`src/mbps_pkg.sv`:
```
// Shared types and constants for the masked byte pattern search block.
package mbps_pkg;

    localparam int PATTERN_MAX_DEF = 32;
    localparam int OFFSET_BITS_DEF = 24;

    localparam int PATTERN_REG_BYTES = 32;
    localparam int CARE_W = 32;
    localparam int LENGTH_W = 6;
    localparam int CFG_DATA_W = 64;
    localparam int CFG_INDEX_W = 3;
    localparam int PATTERN_WORDS = 4;

    typedef enum logic [CFG_INDEX_W-1:0] {
        REG_PATTERN_0_7 = 3'd0,
        REG_PATTERN_8_15 = 3'd1,
        REG_PATTERN_16_23 = 3'd2,
        REG_PATTERN_24_31 = 3'd3,
        REG_CARE_BITS = 3'd4,
        REG_PATTERN_LENGTH = 3'd5
    } mbps_reg_t;

    typedef struct packed {
        logic emit;
        logic found;
    } mbps_res_t;

endpackage

```
`src/mbps_match_unit.sv`:
```
// Region state and parallel prefix-match logic for one scanned byte per step.
module mbps_match_unit #(
    parameter int PATTERN_MAX = mbps_pkg::PATTERN_MAX_DEF,
    parameter int OFFSET_BITS = mbps_pkg::OFFSET_BITS_DEF
) (
    input  logic                                           clk,
    input  logic                                           rst_n,
    input  logic                                           step,
    input  logic [7:0]                                     data_byte,
    input  logic                                           is_last,
    input  logic [mbps_pkg::PATTERN_REG_BYTES-1:0][7:0]    pattern,
    input  logic [mbps_pkg::CARE_W-1:0]                    care_bits,
    input  logic [mbps_pkg::LENGTH_W-1:0]                  pattern_length,
    output mbps_pkg::mbps_res_t                            res,
    output logic [OFFSET_BITS-1:0]                         match_offset
);
    import mbps_pkg::*;

    localparam int LEN_W = $clog2(PATTERN_MAX + 1);
    localparam int SEEN_W = OFFSET_BITS + 1;
    localparam int SUM_W = SEEN_W + 1;
    localparam logic [SEEN_W-1:0] SEEN_LIMIT =
        SEEN_W'((64'(1) << OFFSET_BITS) + 64'(PATTERN_MAX));
    localparam logic [SEEN_W-1:0] OFFSET_LIMIT =
        SEEN_W'((64'(1) << OFFSET_BITS) - 64'(1));

    logic [PATTERN_MAX-1:0] prefix_reg;
    logic [PATTERN_MAX-1:0] prefix_next;
    logic [SEEN_W-1:0]      seen_reg;
    logic [SEEN_W-1:0]      seen_next;
    logic                   reported_reg;
    logic                   reported_next;

    logic [PATTERN_MAX-1:0] byte_ok;
    logic [PATTERN_MAX-1:0] len_sel;
    logic [LEN_W-1:0]       len_eff;
    logic [SEEN_W-1:0]      seen_inc;
    logic [SEEN_W-1:0]      offset_full;
    logic [SUM_W-1:0]       seen_bound;
    logic                   in_range;
    logic                   hit;

    // Bit k of the prefix vector is set when pattern bytes 0..k match the bytes
    // ending at the newest one.
    genvar k;
    generate
        for (k = 0; k < PATTERN_MAX; k++) begin : g_byte
            if (k < PATTERN_REG_BYTES) begin : g_held
                assign byte_ok[k] = !care_bits[k] || (pattern[k] == data_byte);
            end
            else begin : g_wild
                assign byte_ok[k] = 1'b1;
            end
            if (k == 0) begin : g_first
                assign prefix_next[k] = byte_ok[k];
            end
            else begin : g_rest
                assign prefix_next[k] = prefix_reg[k-1] && byte_ok[k];
            end
            assign len_sel[k] = (len_eff == LEN_W'(k + 1));
        end
    endgenerate

    always_comb
    begin
        if (pattern_length == '0)
        begin
            len_eff = LEN_W'(1);
        end
        else if (7'(pattern_length) > 7'(PATTERN_MAX))
        begin
            len_eff = LEN_W'(PATTERN_MAX);
        end
        else
        begin
            len_eff = LEN_W'(pattern_length);
        end
    end

    assign seen_inc = (seen_reg < SEEN_LIMIT) ? seen_reg + SEEN_W'(1) : seen_reg;
    assign seen_bound = SUM_W'(OFFSET_LIMIT) + SUM_W'(len_eff);
    assign in_range = (SUM_W'(seen_inc) <= seen_bound);
    assign offset_full = seen_inc - SEEN_W'(len_eff);
    assign hit = (|(prefix_next & len_sel)) && in_range;

    always_comb
    begin
        res.emit = !reported_reg && (hit || is_last);
        res.found = !reported_reg && hit;
        match_offset = (!reported_reg && hit) ? offset_full[OFFSET_BITS-1:0] : '0;
    end

    always_comb
    begin
        seen_next = seen_reg;
        reported_next = reported_reg;
        if (step)
        begin
            if (is_last)
            begin
                seen_next = '0;
                reported_next = 1'b0;
            end
            else if (!reported_reg)
            begin
                seen_next = seen_inc;
                reported_next = hit;
            end
        end
    end

    always_ff @(posedge clk or negedge rst_n)
    begin
        if (!rst_n)
        begin
            prefix_reg <= '0;
            seen_reg <= '0;
            reported_reg <= 1'b0;
        end
        else
        begin
            if (step)
            begin
                if (is_last)
                begin
                    prefix_reg <= '0;
                end
                else if (!reported_reg)
                begin
                    prefix_reg <= prefix_next;
                end
            end
            seen_reg <= seen_next;
            reported_reg <= reported_next;
        end
    end

endmodule

```
`src/masked_byte_pattern_search.sv`:
```
// Top level of the masked byte pattern search: configuration, input and result registers.
//
// The block scans a region at one byte per cycle unless out_stall holds the result
// register; a byte goes to the s1 input register and its result to the output register.
// A prefix vector of PATTERN_MAX bits is updated for each processed byte against all
// pattern bytes compared in parallel with that byte, so the rate is set by that single compare
// and AND stage. A result (found with the offset of the first matching byte, or not
// found at the end of a region) appears at most once per region; bytes after a match
// are taken and dropped until the last byte of the region.
module masked_byte_pattern_search #(
    parameter int PATTERN_MAX = mbps_pkg::PATTERN_MAX_DEF,
    parameter int OFFSET_BITS = mbps_pkg::OFFSET_BITS_DEF
) (
    input  logic                                 clk,
    input  logic                                 rst_n,
    input  logic                                 cfg_we,
    input  logic [mbps_pkg::CFG_INDEX_W-1:0]     cfg_index,
    input  logic [mbps_pkg::CFG_DATA_W-1:0]      cfg_data,
    input  logic                                 in_valid,
    output logic                                 in_stall,
    input  logic [7:0]                           data_byte,
    input  logic                                 is_last,
    output logic                                 out_valid,
    input  logic                                 out_stall,
    output logic                                 found,
    output logic [OFFSET_BITS-1:0]               match_offset
);
    import mbps_pkg::*;

    logic [PATTERN_WORDS-1:0][CFG_DATA_W-1:0] pattern_words_reg;
    logic [CARE_W-1:0]                        care_bits_reg;
    logic [LENGTH_W-1:0]                      pattern_length_reg;

    logic                   s1_valid_reg;
    logic [7:0]             s1_data_reg;
    logic                   s1_last_reg;
    logic                   out_valid_reg;
    logic                   found_reg;
    logic [OFFSET_BITS-1:0] offset_reg;

    logic                   in_fire;
    logic                   out_free;
    logic                   s1_go;
    mbps_res_t              res;
    logic [OFFSET_BITS-1:0] res_offset;
    logic [PATTERN_REG_BYTES-1:0][7:0] pattern_bytes;

    assign out_free = !out_valid_reg || !out_stall;
    assign s1_go = s1_valid_reg && out_free;
    assign in_stall = s1_valid_reg && !s1_go;
    assign in_fire = in_valid && !in_stall;
    assign pattern_bytes = pattern_words_reg;

    always_ff @(posedge clk or negedge rst_n)
    begin
        if (!rst_n)
        begin
            pattern_words_reg <= '0;
            care_bits_reg <= '0;
            pattern_length_reg <= LENGTH_W'(1);
        end
        else if (cfg_we)
        begin
            case (mbps_reg_t'(cfg_index))
                REG_PATTERN_0_7:    pattern_words_reg[0] <= cfg_data;
                REG_PATTERN_8_15:   pattern_words_reg[1] <= cfg_data;
                REG_PATTERN_16_23:  pattern_words_reg[2] <= cfg_data;
                REG_PATTERN_24_31:  pattern_words_reg[3] <= cfg_data;
                REG_CARE_BITS:      care_bits_reg <= cfg_data[CARE_W-1:0];
                REG_PATTERN_LENGTH: pattern_length_reg <= cfg_data[LENGTH_W-1:0];
                default:
                begin
                end
            endcase
        end
    end

    always_ff @(posedge clk or negedge rst_n)
    begin
        if (!rst_n)
        begin
            s1_valid_reg <= 1'b0;
            out_valid_reg <= 1'b0;
        end
        else
        begin
            s1_valid_reg <= in_fire || (s1_valid_reg && !s1_go);
            if (s1_go && res.emit)
            begin
                out_valid_reg <= 1'b1;
            end
            else if (!out_stall)
            begin
                out_valid_reg <= 1'b0;
            end
        end
    end

    always_ff @(posedge clk)
    begin
        if (in_fire)
        begin
            s1_data_reg <= data_byte;
            s1_last_reg <= is_last;
        end
        if (s1_go && res.emit)
        begin
            found_reg <= res.found;
            offset_reg <= res_offset;
        end
    end

    mbps_match_unit #(
        .PATTERN_MAX (PATTERN_MAX),
        .OFFSET_BITS (OFFSET_BITS)
    ) u_match (
        .clk            (clk),
        .rst_n          (rst_n),
        .step           (s1_go),
        .data_byte      (s1_data_reg),
        .is_last        (s1_last_reg),
        .pattern        (pattern_bytes),
        .care_bits      (care_bits_reg),
        .pattern_length (pattern_length_reg),
        .res            (res),
        .match_offset   (res_offset)
    );

    assign out_valid = out_valid_reg;
    assign found = found_reg;
    assign match_offset = offset_reg;

    a_rise_from_step: assert property (@(posedge clk) disable iff (!rst_n)
        $rose(out_valid_reg) |-> $past(s1_go))
        else $error("Result appeared without a processed item.");

    a_hold_input: assert property (@(posedge clk) disable iff (!rst_n)
        s1_valid_reg && out_valid_reg && out_stall |-> in_stall)
        else $error("Input taken while the result register is blocked.");

    a_not_found_zero: assert property (@(posedge clk) disable iff (!rst_n)
        s1_go && res.emit && !res.found |-> res_offset == '0)
        else $error("Not-found result carries a nonzero offset.");

endmodule

```
`config.mk`:
```
export PLATFORM = sky130hd
export DESIGN_NAME = masked_byte_pattern_search
export DESIGN_NICKNAME = d
export VERILOG_FILES = /design/src/mbps_pkg.sv /design/src/mbps_match_unit.sv /design/src/masked_byte_pattern_search.sv
export SDC_FILE = /design/constraint.sdc
export NUM_CORES = 1
export LEC_CHECK = 0
export BUFFER_PORTS_ARGS = -buffer_cell sky130_fd_sc_hd__buf_2
export CORE_AREA = 4 4 193 195
export DETAILED_ROUTE_END_ITERATION = 8
export DIE_AREA = 0 0 197 199
export PLACE_DENSITY = 0.76
export SYNTH_ARGS = -nofsm -noshare
export SYNTH_HDL_FRONTEND = slang
export SYNTH_SLANG_ARGS = --single-unit
export TNS_END_PERCENT = 100
```
`constraint.sdc`:
```
create_clock -name clk -period 4.55 [get_ports clk]
set_input_delay 0.91 -clock clk [delete_from_list [all_inputs] [get_ports clk]]
set_output_delay 0.91 -clock clk [all_outputs]
set_load 0.01 [all_outputs]
```
Word level (Yosys, flattened, before mapping) --
Cells that the tools add are included. Widths: inputs -> output; s select.
Word-level totals: bits in registers 387, output and inout port bits 27, word-level logic and storage cells 224
Cells by class: $add $sub $neg 3, $lt $le $gt $ge 3, equal/unequal tests 71, muxes and demuxes 11, bitwise gates (word level) 1, reduce and logical (&&, ||, !) cells 120
Operators with widths (count):
- $eq 8x8->1 | 32
- $eq 6x5->1 const B | 16
- $mux 25 | 3
- $mux 31 | 2
- $eq 6x4->1 const B | 8
- $logic_and 1x1->1 | 38
- $logic_not 1->1 | 37
- $logic_or 1x1->1 | 35
- $and 32x32->32 | 1
- $reduce_or 32->1 | 1
- $add 24x6->25 const A | 1
- $add 25x1->25 const B | 1
- $le 25x25->1 | 1
- $lt 25x25->1 const B | 1
- $eq 6x3->1 const B | 4
- $sub 24x6->24 | 1
- $reduce_and 2->1 | 7
- $eq 6x2->1 const B | 2
- $mux 6 | 2
- $eq 3x2->1 const B | 2
- $eq 3x3->1 const B | 2
- $eq 6x1->1 const B | 1
- $eq 6x6->1 const B | 1
- $gt 6x6->1 const B | 1
- 6 further kinds | 9

Logic depth before layout (Yosys ltp) --
word-level depth 11, mapped depth 18, gate-level depth less buffers 16

Modules after synthesis --
From an unflattened synthesis, not the netlist that was laid out.
Unflattened totals: cell total of the unflattened synthesis 1625, area, all modules 20280.7 um^2
Modules (own cells, without submodules):
- masked_byte_pattern_search | times used 1, cells an instance 671, area an instance 12623.4 um^2, seq. area each 8429.3 um^2
- mbps_match_unit | times used 1, cells an instance 954, area an instance 7657.3 um^2, seq. area each 1426.4 um^2

Least setup slack after synthesis --
OpenSTA, ideal clock, no wires.
kind reg-to-reg, start register u_match.seen_reg[11], end register offset_reg[22], in the netlist match_offset[22] (data pin), arrival 4148 ps, required time 4296 ps, slack 147 ps, stages on the path, launching flop included 15, path buffers 1, period minus slack after synthesis 4403 ps, cells stage by stage dfrtp_1 -> clkbuf_1 -> nor4_1 -> nand2_1 -> o31ai_1 -> mux2_2 -> fa_1 -> a211oi_1 -> o21bai_1 -> a21o_1 -> nor3_1 -> nand2_1 -> or4_4 -> xor2_1 -> nor2_2
On the way: longest elaborated chain between the ends 5, elaborated cells between the ends (all ways) 7, classes of those cells add/sub (2); order compare (2); mux (1); reduce/logical (2)
Ends and longest elaborated chain:
- start, declared | RTL line mbps_match_unit.sv:29 | logic [SEEN_W-1:0] seen_reg;
- start signal, assigned | RTL line mbps_match_unit.sv:133 | seen_reg <= seen_next;
- $add 25x1->25 or $lt 25x25->1 (tied branches) | RTL line mbps_match_unit.sv:80 | assign seen_inc = (seen_reg < SEEN_LIMIT) ? seen_reg + SEEN_W'(1) : seen_reg;
- $mux 25 * | RTL line mbps_match_unit.sv:80
- $le 25x25->1 | RTL line mbps_match_unit.sv:82 | assign in_range = (SUM_W'(seen_inc) <= seen_bound);
- $logic_and 1x1->1 | RTL line mbps_match_unit.sv:84 | assign hit = (|(prefix_next & len_sel)) && in_range;
- $logic_and 1x1->1 | RTL line mbps_match_unit.sv:90 | match_offset = (!reported_reg && hit) ? offset_full[OFFSET_BITS-1:0] : '0;
- end signal, assigned | RTL line masked_byte_pattern_search.sv:109 | offset_reg <= res_offset;
- end, declared | RTL line masked_byte_pattern_search.sv:39 | logic [OFFSET_BITS-1:0] offset_reg;
Every way passes the cells marked *; elsewhere a longest branch is shown, timed or not. A chain may end at the register's enable or synchronous reset.

Worst setup path after layout --
start register u_match.seen_reg[15], end register offset_reg[22], in the netlist match_offset[22] (data pin)
Same word-level chain as after synthesis.

==> flow_metrics.env <==
export IMPL_status="complete, but fails checks"
export IMPL_violations="DRC"
export IMPL_largest_reg_flops=256
export IMPL_reg2reg_from="u_match.seen_reg[15]"
export IMPL_place_ws_ns=0.210
export IMPL_p_leak_uw=0.00928
export IMPL_path_max_fanout=9
export IMPL_cts_max_level=2
export IMPL_start_util_pct=55.6
export IMPL_period_needed_ns=4.39
export IMPL_yosys_area_share_simple_pct=8.18
export IMPL_hold_ws_ns=0.437
export IMPL_power_density_mw_per_mm2=478
export IMPL_grt_pass1_wl_um=75700
export IMPL_clk_pin_slew_ns=0.06
export IMPL_antenna_found_initial=4
export IMPL_synth_fa_ha_area_share_pct=2.52
export IMPL_ys_ff_latch=387
export IMPL_synthCells=1612
export IMPL_tightest_slew_ns=1.05
export IMPL_synth_top_area_share_pct=44.8
export IMPL_port_buffers=107
export IMPL_drt_total_wl_um=47700
export IMPL_synth_area_top_cells="dfrtp_1 45%, mux2_2 17%, xnor2_1 13%, edfxtp_1 5.2%, nand4_1 2.5%"
export IMPL_rows=69
export IMPL_finalHoldViolCount=0
export IMPL_antenna_left=0
export IMPL_fmax_mhz=228
export IMPL_power_share_sequential_pct=43.8
export IMPL_synth_ff_type="dfrtp_1"
export IMPL_dieWidth_um=197
export IMPL_numCtsBuffers=41
export IMPL_worstSetupEndpointType="flip-flop"
export IMPL_crit_top_cell="nand2_1"
export IMPL_netSwitchingFraction_pct=29.4
export IMPL_synth_seq_area_share_pct=50.1
export IMPL_post_route_period_util_pct=96.4
export IMPL_drv_slew=0
export IMPL_drc=2
export IMPL_cap_violations=0
export IMPL_cts_root_buffer="clkbuf_16"
export IMPL_drtPass1Iterations=8
export IMPL_track_usage_pct=24.6
export IMPL_nets=1843
export IMPL_clock_latency_ns=0.56
export IMPL_cpPeakStageDelay_ns=0.51
export IMPL_synthArstFlopShare_pct=91.2
export IMPL_pwr_share_comb_pct=24.7
export IMPL_die_area_mm2=0.0392
export IMPL_synth_edf_count=34
export IMPL_vias=13100
export IMPL_clk_path_buf_depth=3
export IMPL_dieHeight_um=199
export IMPL_finalSetupTns_ns=0
export IMPL_first_global_vias=13600
export IMPL_switchingPower_uw=3130
export IMPL_start_kind="flip-flop"
export IMPL_worstPathRequired_ns=4.86
export IMPL_crit_slowest_cell="or4_4"
export IMPL_cts_num_sinks=387
export IMPL_final_util_pct=62.9
export IMPL_path_class="reg2reg"
export IMPL_power_frac_clock_pct=31.5
export IMPL_worst_slack_ns=0.162
export IMPL_routed_via_density=5.93
export IMPL_intPower_uw=7510
export IMPL_muxShareOfSynthArea_pct=17.0
export IMPL_drt_iter0_markers=903
export IMPL_cts_tree="yes"
export IMPL_synth_xor_area_share_pct=13.2
export IMPL_synth_largest_area_cell="dfrtp_1"
export IMPL_cp_cell_sequence="nor4_1 -> nand2_1 -> o31ai_1 -> buf_4 -> mux2_2 -> fa_1 -> a211oi_2 -> o21bai_1 -> a21o_1 -> nor3_1 -> nand2_1 -> or4_4 -> xor2_1 -> nor2_2"
export IMPL_syn2layout_area_growth_pct=13.1
export IMPL_slew_headroom_pct=30.0
export IMPL_yosysWarnings=0
export IMPL_rr_worst_depth=14
export IMPL_ir_worst_vdd_v=0.000318
export IMPL_crit_arrival_ns=4.70
export IMPL_ys_types=75
export IMPL_drive_gt1_share_pct=30.6
export IMPL_netlist_area_mm2=0.0197
export IMPL_synth_compound_area_share_pct=6.31
export IMPL_hp_class="in2async"
export IMPL_cts_setup_buffers=0
export IMPL_io_pins=108
export IMPL_grt_max_degree=117
export IMPL_worstReg2RegEnd="match_offset[22]"
export IMPL_dp_hpwl_um=32300
export IMPL_routedWlPerCell_um=21.5
export IMPL_syn_avg_cell_area_um2=12.2
export IMPL_coreArea_mm2=0.0354
export IMPL_fin_skew_ns=0.0186
export IMPL_setup_viol=0
export IMPL_synth_top_family_by_area="multiplexers"
export IMPL_overflow=0
export IMPL_place_gp_congestion=0.908
export IMPL_r2r_slack_ns=0.16
logic make-up (layout without fill, tap and decap cells):
| family | Yosys count | count (layout) |
|---|---|---|
| xor gates and xnor gates | 296 | 296 |
| DFF | 387 | 387 |
| AOI/OAI and AO/OA | 182 | 182 |
| adders and majority gates | 39 | 39 |
| muxes | 297 | 297 |
| and+or+nand+nor | 296 | 296 |
| buffers and inverters | 114 | 250 |
| other | 1 | 8 |
worst max-delay path by stage:
stage	from	end	slack [ns]	depth (start not counted)
after floorplan	u_match.seen_reg[11]	match_offset[22]	0.15	14
after global placement	u_match.seen_reg[15]	match_offset[22]	0.25	14
after detailed placement	u_match.seen_reg[15]	match_offset[22]	0.21	14
after CTS	u_match.seen_reg[15]	match_offset[22]	0.18	14
after global routing	u_match.seen_reg[15]	match_offset[22]	-0.03	14
final	u_match.seen_reg[15]	match_offset[22]	0.16	14
critical path: cells and delay by family, from the launching register on:
| family | cells | cell delay (ns) |
|---|---|---|
| mux | 1 | 0.40 |
| flops | 1 | 0.44 |
| simple gates | 6 | 1.53 |
| fa+ha+maj | 1 | 0.50 |
| xor+xnor | 1 | 0.18 |
| buf+inv | 1 | 0.21 |
| compound gates | 4 | 0.88 |
power groups by stage:
stage	Combinational (uW)	Clock, uW	Sequential [uW]
2_1_floorplan	1910	0	4610
3_3_place_gp	2540	0	4680
3_5_place_dp	2620	0	4720
4_1_cts	2640	3410	4660
5_1_grt	2890	3570	4740
6_report	2630	3350	4660
per-stage QoR:
| step | instances | area, um2 | power [uW] |
|---|---|---|---|
| 4_1_cts | 2215 | 22200 | 10700 |
| 3_5_place_dp | 2141 | 20900 | 7340 |
| 6_report | 2216 | 22200 | 10600 |
| 5_1_grt | 2215 | 22200 | 11200 |
| 3_3_place_gp | 2141 | 20900 | 7220 |
| 2_1_floorplan | 1618 | 19700 | 6530 |
area by class of cell:
type / instances / area, um2
Fill cell: 2745 / 13100
Sequential cell: 387 / 9860
Multi-Input combinational cell: 1117 / 9380
Clock buffer: 56 / 1170
Timing Repair Buffer: 153 / 1000
Tap cell: 461 / 577
Clock inverter: 18 / 170
Inverter: 23 / 86.3
Antenna cell: 1 / 2.50
per-layer routing:
layer | GRT usage (%) | vias up | wire (um)
met5 | 0 | - | 45
met4 | 8.29 | 8 | 1520
met3 | 4.01 | 106 | 2590
met2 | 42.2 | 374 | 23800
met1 | 32.1 | 6670 | 19800
li1 | - | 5985 | -
Yosys cell counts (2+ instances only):
| cell type | number |
|---|---|
| a211oi_1 | 8 |
| a21boi_0 | 4 |
| a21o_1 | 9 |
| a21oi_1 | 16 |
| a22o_1 | 6 |
| a22oi_1 | 3 |
| a31o_2 | 2 |
| a31oi_1 | 3 |
| a32o_1 | 27 |
| a32oi_1 | 2 |
| and2_1 | 5 |
| and3_1 | 12 |
| buf_1 | 4 |
| buf_2 | 33 |
| buf_4 | 2 |
| buf_6 | 5 |
| clkbuf_1 | 46 |
| dfrtp_1 | 352 |
| edfxtp_1 | 34 |
| ha_1 | 38 |
| inv_1 | 23 |
| mux2_2 | 294 |
| mux2i_1 | 2 |
| nand2_1 | 59 |
| nand3_1 | 28 |
| nand3b_1 | 4 |
| nand4_1 | 80 |
| nand4b_1 | 2 |
| nor2_1 | 55 |
| nor2b_1 | 4 |
| nor3_1 | 10 |
| nor3b_1 | 2 |
| nor4_1 | 8 |
| nor4b_1 | 3 |
| nor4bb_1 | 2 |
| o211ai_1 | 5 |
| o21a_1 | 3 |
| o21ai_0 | 71 |
| o31a_1 | 2 |
| o31ai_1 | 9 |
| or3_1 | 5 |
| or4_1 | 2 |
| or4_4 | 2 |
| xnor2_1 | 281 |
| xor2_1 | 15 |
repair_timing:
action	in CTS	in global routing
hold buffers	0	0
gates resized for setup	0	1
setup endpoints to repair	0	1
cells in the final DEF (no fill, tap or decap), types with 8 or more instances in the layout:
master     Yosys  layout
a21o_1         9       9
a21oi_1       16      16
a32o_1        27      27
and3_1        12      12
buf_12         0       9
buf_2         33     106
buf_4          2      37
clkbuf_16      0      42
dfrtp_1      352     352
edfxtp_1      34      34
ha_1          38      38
inv_1         23      23
mux2_2       294     294
nand2_1       59      59
nand3_1       28      28
nand4_1       80      80
nor2_1        55      55
nor3_1        10       8
o21ai_0       71      70
o31ai_1        9       9
xnor2_1      281     281
xor2_1        15      15
Note: power is estimated with default switching activity, not from simulation.
